[config.mk]
export PLATFORM = sky130hd
export DESIGN_NAME = sliding_window_max
export DESIGN_NICKNAME = d
export VERILOG_FILES = /design/src/rtl/swm_pkg.sv /design/src/rtl/swm_cell.sv /design/src/rtl/swm_ctrl.sv /design/src/rtl/sliding_window_max.sv
export SDC_FILE = /design/constraint.sdc
export NUM_CORES = 2
export LEC_CHECK = 0
export BUFFER_PORTS_ARGS = -buffer_cell sky130_fd_sc_hd__clkbuf_2
export CAP_MARGIN = 20
export CORE_ASPECT_RATIO = 0.6
export CORE_MARGIN = 1
export CORE_UTILIZATION = 43
export DETAILED_ROUTE_END_ITERATION = 8
export PLACE_DENSITY = 0.7
export REMOVE_ABC_BUFFERS = 1
export SYNTH_ARGS = -nofsm -noshare
export SYNTH_HDL_FRONTEND = slang
export SYNTH_SLANG_ARGS = --single-unit
[constraint.sdc]
create_clock -name i_clk -period 7.3 [get_ports i_clk]
set_input_delay 1.46 -clock i_clk [delete_from_list [all_inputs] [get_ports i_clk]]
set_output_delay 1.46 -clock i_clk [all_outputs]
set_load 0.1 [all_outputs]
[src/rtl/swm_pkg.sv]
// Shared constants and types for the sliding window maximum block.
// Used by swm_cell, swm_ctrl and sliding_window_max; no dependencies.
package swm_pkg;

    localparam int WINDOW_MAX = 64;
    localparam int SAMPLE_W   = 16;
    localparam int POS_W      = $clog2(2 * WINDOW_MAX);
    localparam int CNT_W      = $clog2(WINDOW_MAX + 1);
    localparam int CFG_W      = 7;

    // One deque entry held by a cell
    typedef struct packed {
        logic                       valid;
        logic signed [SAMPLE_W-1:0] value;
        logic [POS_W-1:0]           pos;
    } t_cell;

    // Per-cycle commands from the controller to every cell
    typedef struct packed {
        logic load;   // an item is accepted this cycle
        logic shift;  // drop the front entry, every cell takes its right neighbor
        logic clear;  // end of sequence, empty the chain
    } t_cell_ctl;

endpackage

[src/rtl/swm_cell.sv]
// One cell of the candidate chain: holds one deque entry.
// Depends on swm_pkg for the entry and command types.
module swm_cell (
    input  logic                                i_clk,
    input  logic                                i_rst_n,
    input  swm_pkg::t_cell_ctl                  i_ctl,
    input  logic signed [swm_pkg::SAMPLE_W-1:0] i_sample,
    input  logic [swm_pkg::POS_W-1:0]           i_pos,
    input  swm_pkg::t_cell                      i_next,
    input  logic                                i_prev_keep,
    output swm_pkg::t_cell                      o_cell,
    output logic                                o_keep
);
    import swm_pkg::*;

    t_cell r_cell;
    t_cell n_cell;
    t_cell w_src;

    // Pick own entry or the neighbor's when the front is dropped
    assign w_src  = i_ctl.shift ? i_next : r_cell;
    // Keep the entry unless the new sample is strictly larger
    assign o_keep = w_src.valid && !($signed(w_src.value) < $signed(i_sample));

    // Next: clear, keep, take the sample after the last kept entry, or drop
    always_comb begin
        n_cell = r_cell;
        if (i_ctl.clear) begin
            n_cell.valid = 1'b0;
        end else if (i_ctl.load) begin
            if (o_keep) begin
                n_cell = w_src;
            end else if (i_prev_keep) begin
                n_cell.valid = 1'b1;
                n_cell.value = i_sample;
                n_cell.pos   = i_pos;
            end else begin
                n_cell.valid = 1'b0;
            end
        end else if (i_ctl.shift) begin
            n_cell = w_src;
        end
    end

    // Register the entry; only the valid bit is reset
    always_ff @(posedge i_clk) begin
        r_cell.value <= n_cell.value;
        r_cell.pos   <= n_cell.pos;
        if (!i_rst_n) begin
            r_cell.valid <= 1'b0;
        end else begin
            r_cell.valid <= n_cell.valid;
        end
    end

    assign o_cell = r_cell;

endmodule

[src/rtl/swm_ctrl.sv]
// Controller: window register, counters, front expiry, handshakes, result register.
// Depends on swm_pkg; drives the command struct shared by all cells.
module swm_ctrl (
    input  logic                                i_clk,
    input  logic                                i_rst_n,
    input  logic                                i_cfg_we,
    input  logic [swm_pkg::CFG_W-1:0]           i_cfg_wdata,
    input  logic                                i_valid,
    output logic                                o_ready,
    input  logic signed [swm_pkg::SAMPLE_W-1:0] i_sample,
    input  logic                                i_end_of_sequence,
    output logic                                o_valid,
    input  logic                                i_ready,
    output logic signed [swm_pkg::SAMPLE_W-1:0] o_window_max,
    output logic                                o_last_result,
    input  swm_pkg::t_cell                      i_front,
    input  swm_pkg::t_cell                      i_second,
    input  logic                                i_front_keep,
    output swm_pkg::t_cell_ctl                  o_ctl,
    output logic [swm_pkg::POS_W-1:0]           o_pos
);
    import swm_pkg::*;

    logic [CFG_W-1:0]           r_win;
    logic [CFG_W-1:0]           w_k;
    logic [POS_W-1:0]           r_pos;
    logic [CNT_W-1:0]           r_seen;
    logic [CNT_W-1:0]           w_seen_inc;
    logic [POS_W-1:0]           w_age0;
    logic [POS_W-1:0]           w_age1;
    logic                       w_exp0;
    logic                       w_exp1;
    logic                       w_purge;
    logic                       w_accept;
    logic                       w_produce;
    logic signed [SAMPLE_W-1:0] w_front_val;
    logic                       r_out_valid;
    logic signed [SAMPLE_W-1:0] r_out_max;
    logic                       r_out_last;

    // Window register; the user must write it only while idle, the block itself does not enforce this
    always_ff @(posedge i_clk) begin
        if (!i_rst_n) begin
            r_win <= CFG_W'(1);
        end else if (i_cfg_we) begin
            r_win <= i_cfg_wdata;
        end
    end

    // Clamp the window to 1..WINDOW_MAX
    always_comb begin
        if (r_win == '0) begin
            w_k = CFG_W'(1);
        end else if (r_win > CFG_W'(WINDOW_MAX)) begin
            w_k = CFG_W'(WINDOW_MAX);
        end else begin
            w_k = r_win;
        end
    end

    // Ages of the two front entries relative to the incoming position
    assign w_age0 = r_pos - i_front.pos;
    assign w_age1 = r_pos - i_second.pos;
    assign w_exp0 = i_front.valid && (CFG_W'(w_age0) >= w_k);
    assign w_exp1 = i_second.valid && (CFG_W'(w_age1) >= w_k);

    // More than one stale entry ahead of a waiting item: drop one per cycle, hold input
    assign w_purge  = i_valid && w_exp0 && w_exp1;
    assign o_ready  = !w_purge && (!r_out_valid || i_ready);
    assign w_accept = i_valid && o_ready;

    assign o_ctl.load  = w_accept;
    assign o_ctl.shift = w_purge || (w_accept && w_exp0);
    assign o_ctl.clear = w_accept && i_end_of_sequence;
    assign o_pos       = r_pos;

    // Sample count after this item, saturating at the window limit
    assign w_seen_inc = (r_seen < CNT_W'(WINDOW_MAX)) ? r_seen + CNT_W'(1) : r_seen;
    assign w_produce  = CFG_W'(w_seen_inc) >= w_k;

    // Front value after this item: the new sample, the second entry or the front entry
    assign w_front_val = i_front_keep ? (w_exp0 ? i_second.value : i_front.value) : i_sample;

    // Advance or clear the sequence counters
    always_ff @(posedge i_clk) begin
        if (!i_rst_n) begin
            r_pos  <= '0;
            r_seen <= '0;
        end else if (w_accept) begin
            if (i_end_of_sequence) begin
                r_pos  <= '0;
                r_seen <= '0;
            end else begin
                r_pos  <= r_pos + POS_W'(1);
                r_seen <= w_seen_inc;
            end
        end
    end

    // Result register
    always_ff @(posedge i_clk) begin
        if (!i_rst_n) begin
            r_out_valid <= 1'b0;
        end else if (w_accept && w_produce) begin
            r_out_valid <= 1'b1;
        end else if (i_ready) begin
            r_out_valid <= 1'b0;
        end
    end

    always_ff @(posedge i_clk) begin
        if (w_accept && w_produce) begin
            r_out_max  <= w_front_val;
            r_out_last <= i_end_of_sequence;
        end
    end

    assign o_valid       = r_out_valid;
    assign o_window_max  = r_out_max;
    assign o_last_result = r_out_last;

`ifndef SYNTHESIS
    a_seen_bound: assert property (@(posedge i_clk) disable iff (!i_rst_n)
        r_seen <= CNT_W'(WINDOW_MAX))
        else $error("sample count beyond window limit");

    a_eos_clears: assert property (@(posedge i_clk) disable iff (!i_rst_n)
        (w_accept && i_end_of_sequence) |=> (r_pos == '0 && r_seen == '0))
        else $error("counters not cleared after last item");

    a_no_load_in_purge: assert property (@(posedge i_clk) disable iff (!i_rst_n)
        w_purge |-> !o_ctl.load)
        else $error("item taken while stale entries remain");
`endif

endmodule

[src/rtl/sliding_window_max.sv]
// Sliding window maximum over a signed sample stream, kept as a monotonic deque.
// Each result is registered into the output register in the cycle after its item is taken.
// Items: one per cycle while the output is not stalled; after a window shrink, input is
// held while stale front entries beyond the first are dropped by the one-step shift.
// Reset: synchronous active-low; clears entry valid bits, counters, output valid, window to 1.
// Depends on swm_pkg, swm_cell and swm_ctrl.
module sliding_window_max (
    input  logic                                i_clk,
    input  logic                                i_rst_n,
    input  logic                                i_cfg_we,
    input  logic [swm_pkg::CFG_W-1:0]           i_cfg_wdata,
    input  logic                                i_valid,
    output logic                                o_ready,
    input  logic signed [swm_pkg::SAMPLE_W-1:0] i_sample,
    input  logic                                i_end_of_sequence,
    output logic                                o_valid,
    input  logic                                i_ready,
    output logic signed [swm_pkg::SAMPLE_W-1:0] o_window_max,
    output logic                                o_last_result
);
    import swm_pkg::*;

    t_cell                 w_cell [0:WINDOW_MAX];
    logic [WINDOW_MAX-1:0] w_keep;
    logic [WINDOW_MAX-1:0] w_valid;
    t_cell_ctl             w_ctl;
    logic [POS_W-1:0]      w_pos;

    // Nothing enters from beyond the last cell
    assign w_cell[WINDOW_MAX] = '0;

    swm_ctrl u_ctrl (
        .i_clk             (i_clk),
        .i_rst_n           (i_rst_n),
        .i_cfg_we          (i_cfg_we),
        .i_cfg_wdata       (i_cfg_wdata),
        .i_valid           (i_valid),
        .o_ready           (o_ready),
        .i_sample          (i_sample),
        .i_end_of_sequence (i_end_of_sequence),
        .o_valid           (o_valid),
        .i_ready           (i_ready),
        .o_window_max      (o_window_max),
        .o_last_result     (o_last_result),
        .i_front           (w_cell[0]),
        .i_second          (w_cell[1]),
        .i_front_keep      (w_keep[0]),
        .o_ctl             (w_ctl),
        .o_pos             (w_pos)
    );

    // Candidate chain, front entry in cell 0
    for (genvar gi = 0; gi < WINDOW_MAX; gi++) begin : g_cell
        logic w_prev_keep;
        if (gi == 0) begin : g_first
            assign w_prev_keep = 1'b1;
        end else begin : g_rest
            assign w_prev_keep = w_keep[gi-1];
        end

        swm_cell u_cell (
            .i_clk       (i_clk),
            .i_rst_n     (i_rst_n),
            .i_ctl       (w_ctl),
            .i_sample    (i_sample),
            .i_pos       (w_pos),
            .i_next      (w_cell[gi+1]),
            .i_prev_keep (w_prev_keep),
            .o_cell      (w_cell[gi]),
            .o_keep      (w_keep[gi])
        );

        assign w_valid[gi] = w_cell[gi].valid;
    end

`ifndef SYNTHESIS
    a_packed_front: assert property (@(posedge i_clk) disable iff (!i_rst_n)
        (w_valid & (w_valid + WINDOW_MAX'(1))) == '0)
        else $error("valid entries not packed toward the front");

    a_front_after_item: assert property (@(posedge i_clk) disable iff (!i_rst_n)
        (i_valid && o_ready && !i_end_of_sequence) |=> w_cell[0].valid)
        else $error("front entry missing after an item");

    a_out_hold: assert property (@(posedge i_clk) disable iff (!i_rst_n)
        (o_valid && !i_ready) |=>
            (o_valid && $stable(o_window_max) && $stable(o_last_result)))
        else $error("waiting result dropped or changed");
`endif

endmodule
Word-level counts from Yosys, hierarchy flattened
Cells that the tools add are included.
{ "op_classes": {"add_sub_neg": 4, "mul": 0, "div": 0, "n_lt_le_gt_ge": 69, "eq_ne": 63, "n_shift": 0, "mux": 391, "n_bitwise": 2, "n_reduce_logical": 209} }
{ "ops": {"columns": ["cell", "n"], "rows": [
  ["two-way mux 24 bit", 256],
  ["two-way mux 23 bit", 63],
  ["less-than comparator 16 bit", 64],
  ["!= test 3 x 1 -> 1 bit, second input constant", 63],
  ["AND reduction 3 bit", 63],
  ["logical AND 1 bit", 73],
  ["zero test 1 bit", 66],
  ["two-way mux 1 bit", 65],
  ["two-way mux 7 bit", 5],
  ["two-way mux 16 bit", 2],
  [">= comparator 7 bit", 3],
  ["adder 7 x 1 -> 7 bit, second input constant", 2],
  ["subtractor 7 bit", 2],
  ["> comparator 7 bit, second input constant", 1],
  ["zero test 7 bit", 1],
  ["less-than comparator 7 bit, second input constant", 1],
  ["nonzero test 2 bit", 2],
  ["logical OR 1 bit", 2],
  ["NOT 1 bit", 2],
  ["AND reduction 2 bit", 1],
  ["OR reduction 2 bit", 1]
]} }
{ "word_totals": {"regBits": 1575, "latch_bits": 0, "mem_bits_rw": 0, "rom_bits": 0, "output_inout_bits": 19, "memories": 0} }

Depth between registers and ports, before layout
{ "logic_depth": {"word_depth": 19, "ltp_mapped": 39} }

Cells and area by module
From an unflattened synthesis, not the netlist that was laid out.
{ "hier_totals": {"cells_unflattened": 9714, "area_unflattened_um2": 121652.9} }
{ "modules_own_cells": {"columns": ["mod", "n_inst", "cells_per_inst", "area_each_um2", "seq_area_each_um2"], "rows": [
  ["swm_cell (g_cell[15].u_cell ...)", 26, 149, 1879.3, 710.7],
  ["swm_cell (g_cell[46].u_cell ...)", 19, 146, 1843.0, 710.7],
  ["swm_cell (g_cell[0].u_cell ...)", 14, 144, 1830.5, 710.7],
  ["swm_cell (g_cell[6].u_cell ...)", 4, 147, 1850.5, 710.7],
  ["swm_ctrl", 1, 319, 2942.8, 950.9],
  ["swm_cell (g_cell[62].u_cell)", 1, 141, 1794.2, 710.7],
  ["sliding_window_max", 1, 2, 7.5, 0.0]
]} }

Worst setup path before layout
OpenSTA, ideal clock, no wires.
{ "synth_path": {"path_kind": "register to register", "from": "reg u_ctrl.r_pos[0], in the netlist u_ctrl.o_pos[0]", "to": "reg g_cell[36].u_cell.r_cell, in the netlist g_cell[36].u_cell.o_cell[0] (enable)", "setup_time_ps": 411, "t_arrival_ps": 7435, "path_slack_ps": -545, "path_stages_with_launch": 39, "n_path_buf": 11, "period_less_slack_ps": 7845, "path_cell_list": "dfxtp_1 > clkbuf_1 > inv_1 > clkbuf_1 > ha_1 > fa_1 > inv_1 > a21o_1 > a21oi_1 > o21bai_1 > a21oi_1 > xnor2_1 > ha_1 > nand2_1 > a2111oi_2 > a2111oi_4 > o21ai_2 > nand3_2 > [3 not listed] > buf_2 > buf_2 > buf_2 > nand2_1 > nand2_1 > ha_1 > o21ai_0 > nand2b_1 > a21oi_1 > or4_1 > nand2_1 > o31ai_1 > a211o_1 > buf_2 > and2_1 > clkbuf_1 > buf_2 > a21oi_1"} }
{ "synth_via": {"elab_chain_cells": 16} }
{ "synth_lines": {"columns": ["item", "line", "rtl"], "rows": [
  ["start: declaration", "swm_ctrl.sv:26", "logic [POS_W-1:0] r_pos;"],
  ["start signal: assignment", "swm_ctrl.sv:94", "r_pos <= r_pos + POS_W'(1);"],
  ["subtractor 7 bit", "swm_ctrl.sv:62", "assign w_age0 = r_pos - i_front.pos;"],
  [">= comparator 7 bit", "swm_ctrl.sv:64", "assign w_exp0 = i_front.valid && (CFG_W'(w_age0) >= w_k);"],
  ["logical AND 1 bit", "swm_ctrl.sv:64", null],
  ["logical AND 1 bit (2 in series)", "swm_ctrl.sv:68", "assign w_purge = i_valid && w_exp0 && w_exp1;"],
  ["zero test 1 bit", "swm_ctrl.sv:69", "assign o_ready = !w_purge && (!r_out_valid || i_ready);"],
  ["logical AND 1 bit", "swm_ctrl.sv:69", null],
  ["logical AND 1 bit", "swm_ctrl.sv:70", "assign w_accept = i_valid && o_ready;"],
  ["logical AND 1 bit", "swm_ctrl.sv:73", "assign o_ctl.shift = w_purge || (w_accept && w_exp0);"],
  ["logical OR 1 bit", "swm_ctrl.sv:73", null],
  ["two-way mux 24 bit", "swm_cell.sv:21", "assign w_src = i_ctl.shift ? i_next : r_cell;"],
  ["less-than comparator 16 bit", "swm_cell.sv:23", "assign o_keep = w_src.valid && !($signed(w_src.value) < $signed(i_sample));"],
  ["zero test 1 bit", "swm_cell.sv:23", null],
  ["logical AND 1 bit", "swm_cell.sv:23", null],
  ["!= test 3 x 1 -> 1 bit (no line)", null, null],
  ["AND reduction 3 bit (no line) *", null, null],
  ["end: declaration", "swm_cell.sv:16", "t_cell r_cell;"]
]} }
Mark *: on every way between the ends. The rest lies on a longest branch, timed or not.
A chain may end at the register's enable or synchronous reset.

Final worst setup path
{ "layout_path": {"from": "reg g_cell[1].u_cell.r_cell, in the netlist g_cell[1].u_cell.o_cell[0]", "to": "reg g_cell[1].u_cell.r_cell, in the netlist g_cell[1].u_cell.o_cell[15] (enable)"} }
{ "layout_via": {"elab_chain_cells": 15} }
{ "layout_lines": {"columns": ["item", "line", "rtl"], "rows": [
  ["start: declaration", "swm_cell.sv:16", null],
  ["subtractor 7 bit *", "swm_ctrl.sv:63", "assign w_age1 = r_pos - i_second.pos;"],
  [">= comparator 7 bit *", "swm_ctrl.sv:65", "assign w_exp1 = i_second.valid && (CFG_W'(w_age1) >= w_k);"],
  ["logical AND 1 bit *", "swm_ctrl.sv:65", null],
  ["logical AND 1 bit *", "swm_ctrl.sv:68", null],
  ["zero test 1 bit", "swm_ctrl.sv:69", null],
  ["logical AND 1 bit", "swm_ctrl.sv:69", null],
  ["logical AND 1 bit", "swm_ctrl.sv:70", null],
  ["logical AND 1 bit", "swm_ctrl.sv:73", null],
  ["logical OR 1 bit", "swm_ctrl.sv:73", null],
  ["two-way mux 24 bit", "swm_cell.sv:21", null],
  ["less-than comparator 16 bit", "swm_cell.sv:23", null],
  ["zero test 1 bit", "swm_cell.sv:23", null],
  ["logical AND 1 bit", "swm_cell.sv:23", null],
  ["!= test 3 x 1 -> 1 bit (no line)", null, null],
  ["AND reduction 3 bit (no line) *", null, null]
]} }
Marked as above.

==> metrics.md <==
| Metric | Value |
|---|---|
| Initial antenna violation count | 15 |
| Pre-CTS WS | 0.146 ns |
| Initial Util | 43.3% |
| DR vias | 94000 |
| Core Util, Final | 48.0% |
| CTS Buf Count | 160 |
| Clock Path Buffers | 4 |
| Layout Skew | 0.0487 ns |
| PortBufs | 47 |
| Worst skew pair latency | 0.86 ns |
| Worst Path Arrival | 7.55 ns |
| Total grt overflow | 0 |
| Top FF cell, synth | edfxtp_1 |
| Sequential-to-total area share from yosys stat | 42.3% |
| Slew @ Worst Pin | 1.22 ns |
| Pin count of the biggest net entering global routing | 102 |
| Vias per cell | 6.17 |
| Fmax | 0.143 GHz |
| Final Max Tran Viols | 0 |
| Ys async rst share | 0% |
| Type of the most critical hold path | flip-flop to flip-flop |
| Comb power frac | 25.6% |
| Clock power frac | 32.6% |
| Syn Inst Count | 11800 |
| Number of distinct library cells after synthesis | 101 |
| Number of global-route vias before repair | 84900 |
| First-pass GRT wire length | 569000 um |
| Final Cycle Share | 95.8% |
| Peak VDD IR | 0.000163 V |
| CP Capture Type | flip-flop |
| Max_cap viols | 0 |
| Critical path depth in cells | 32 |
| Global-route usage over all layers | 29.3% |
| Post-synth EDFFs | 1489 |
| # clock sinks | 1575 |
| # rows | 143 |
| RSZ-0062 raised after global routing | no |
| Final setup viols | 0 |
| Chip height | 393 um |
| Crit-path max cell delay | 0.51 ns |
| Netlist Area Pre-Place | 110000 um^2 |
| Warnings, synthesis | 0 |
| Crit path time final | 7.00 ns |
| Setup CP Type | flip-flop to flip-flop |
| Critical path's slowest cell | a2111oi_2 |
| Number of iterations in the first detailed-routing pass | 9 |
| Sw Share | 32.2% |
| Clock transition at the registers of the reported paths | 0.07 ns |
| Synth Area per Inst | 9.34 um^2 |
| Layout area overhead | 10.8% |
| Clock root buffer | clkbuf_16 |
| DR iter-0 viols | 14500 |
| Worst path most repeated cell | a21o_1 |
| Placed inst area | 116000 um^2 |
| Yosys reg bits | 1575 |
| Fin area | 122000 um^2 |
| Slew HR | 18.8% |
| CORE AREA | 253000 um^2 |
| Worst-path fanout max | 36 |
| Final GP Congestion | 0.963 |
| Avg WL per Cell | 25.6 um |
| Leak | 52.4 nW |
| P_int | 18.3 mW |
| Final Hold Vio Count | 0 |
| Worst Slack Setup Final | 0.305 ns |
| Hold buffer count at cts | 0 |
| Hold path cells | 2 |
| Final wirelength | 390000 um |
| Nets@finish | 12700 |
| Final Power | 27.0 mW |
| Switch Pwr | 8.69 mW |
| R2R depth | 32 |
| CP Buf/Inv Count | 6 |
| Flop pwr share | 41.8% |
| CTS tree | built |
| Fraction of layout cells with a size suffix above 1 | 11.0% |
| CP Launch Type | flip-flop |
| Die Width | 654 um |
| PD cells | 222 nW/um^2 |
| Setup TNS | 0 ns |
| IO Count | 48 |
| CP required | 7.85 ns |
| Antenna-violating nets left | 0 |
| DRC | 0 |
| Largest delay share family, worst path | compound AO/OA/AOI/OAI gates |
| H-Tree Depth | 4 |
| Outcome | complete, no violations |
| DP HPWL | 263000 um |
| Die footprint | 257000 um^2 |
## area by class of cell
| type | instances | area, um^2 |
|---|---|---|
| Tap cell | 3407 | 4260 |
| Timing Repair Buffer | 560 | 5450 |
| Sequential cell | 1575 | 46500 |
| Fill cell | 23600 | 132000 |
| Antenna cell | 25 | 62.6 |
| Multi-Input combinational cell | 9285 | 59700 |
| Inverter | 93 | 427 |
| Clock inverter | 85 | 956 |
| Clock buffer | 196 | 4240 |
## cells in the mapped netlist (all sizes together), types with 13 or more instances
master,number,area (um^2)
o31a,14,123
mux2i,358,3620
inv,91,342
o211ai,42,340
o21ai,371,1870
and4,15,134
nand2,3758,14200
nand2b,56,358
a2111oi,25,282
a21o,324,2430
o31ai,71,674
clkbuf,446,1680
nor2,560,2110
a21boi,21,169
o2111ai,18,158
o21a,38,285
edfxtp,1489,44700
a211oi,47,363
a21oi,756,3790
xnor2,17,149
mux2,716,8490
or4,19,143
nor3,93,482
nor4,23,144
dfxtp,86,1720
nor2b,82,513
a31oi,208,1370
nor3b,19,143
ha,990,12400
a311oi,23,233
nand4,230,1440
a22o,24,210
buf,352,2060
and3,14,87.6
a32oi,32,280
and2,58,363
o22ai,15,93.8
nand3,112,566
a311o,13,130
## worst paths after layout
check / startpoint / endpoint / slack (ns)
worst min register to register: u_ctrl.r_win[0] / u_ctrl.r_win[0] / 0.49
worst max-delay path: g_cell[1].u_cell.o_cell[0] / g_cell[1].u_cell.o_cell[15] / 0.30
worst min-delay path: u_ctrl.r_win[0] / u_ctrl.r_win[0] / 0.49
worst max register to register: g_cell[1].u_cell.o_cell[0] / g_cell[1].u_cell.o_cell[15] / 0.30
## power by group through the flow
stage	sequential [mW]	combinational [mW]	clock, mW
3_3_place_gp	11.4	6.50	0
5_1_grt	11.3	7.51	9.09
3_5_place_dp	11.4	6.65	0
6_report	11.3	6.90	8.78
2_1_floorplan	11.3	5.56	0
4_1_cts	11.2	6.69	8.76
## per-stage QoR
stage,instances,hold slack [ns]
final,15200,0.492
after global routing,15200,0.530
after floorplan,11000,0.441
after CTS,15200,0.491
after global placement,14900,0.474
after detailed placement,14900,0.475
## layer usage
metal / track usage (%) / vias up / routed length [um]
met1: 44.4 / 44800 / 167000
met4: 7.37 / 8 / 9980
met2: 37.5 / 6331 / 145000
met3: 12.2 / 674 / 67100
met5: 0 / - / 55
li1: - / 42200 / -
## placed cells by master (no fill, tap or decap), drive strengths merged, types with 42 or more instances in the layout
| master | n |
|---|---|
| a211oi | 47 |
| a21o | 324 |
| a21oi | 756 |
| a31oi | 208 |
| and2 | 58 |
| buf | 530 |
| clkbuf | 226 |
| clkinv | 60 |
| dfxtp | 86 |
| edfxtp | 1489 |
| ha | 990 |
| inv | 94 |
| mux2 | 716 |
| mux2i | 358 |
| nand2 | 3758 |
| nand2b | 56 |
| nand3 | 112 |
| nand4 | 230 |
| nor2 | 560 |
| nor2b | 82 |
| nor3 | 93 |
| o211ai | 42 |
| o21ai | 371 |
| o31ai | 71 |
## worst reg2reg max path, delay by kind of cell (launching register included)
family                   cells  cell delay [ns]
buffers and inverters        6             1.21
AO/OA/AOI/OAI               14             2.69
AND/OR/NAND/NOR              7             1.01
XOR/XNOR                     1             0.13
adder cells (fa/ha/maj)      4             1.24
flip-flops                   1             0.42
## flip-flops by register name, summed over array words and instances, names as in the netlist
signal                cells
u_ctrl.o_window_max      16
u_ctrl.o_valid            1
u_ctrl.r_win              7
u_ctrl.o_last_result      1
u_ctrl.o_pos              7
g_cell.u_cell.o_cell   1536
u_ctrl.r_seen             7
## cells by family (layout without fill, tap and decap cells)
| kind of cell | count (synthesis) | count (layout) | share of synthesized area, % |
|---|---|---|---|
| simple gates | 5071 | 5071 | 19.0 |
| mux | 1074 | 1074 | 11.0 |
| fa+ha+maj | 992 | 992 | 11.3 |
| buf+inv | 891 | 934 | 3.73 |
| xor+xnor | 23 | 23 | 0.184 |
| compound gates | 2125 | 2125 | 12.4 |
| flops | 1575 | 1575 | 42.3 |
| other cells | 0 | 25 | 0 |
## repair_timing
item                                    CTS  global route
resized for setup                         0             5
hold endpoints to repair                  0             0
setup buffers                             0             2
endpoints found under the setup margin    0           926
Note: power is estimated with default switching activity, not from simulation.
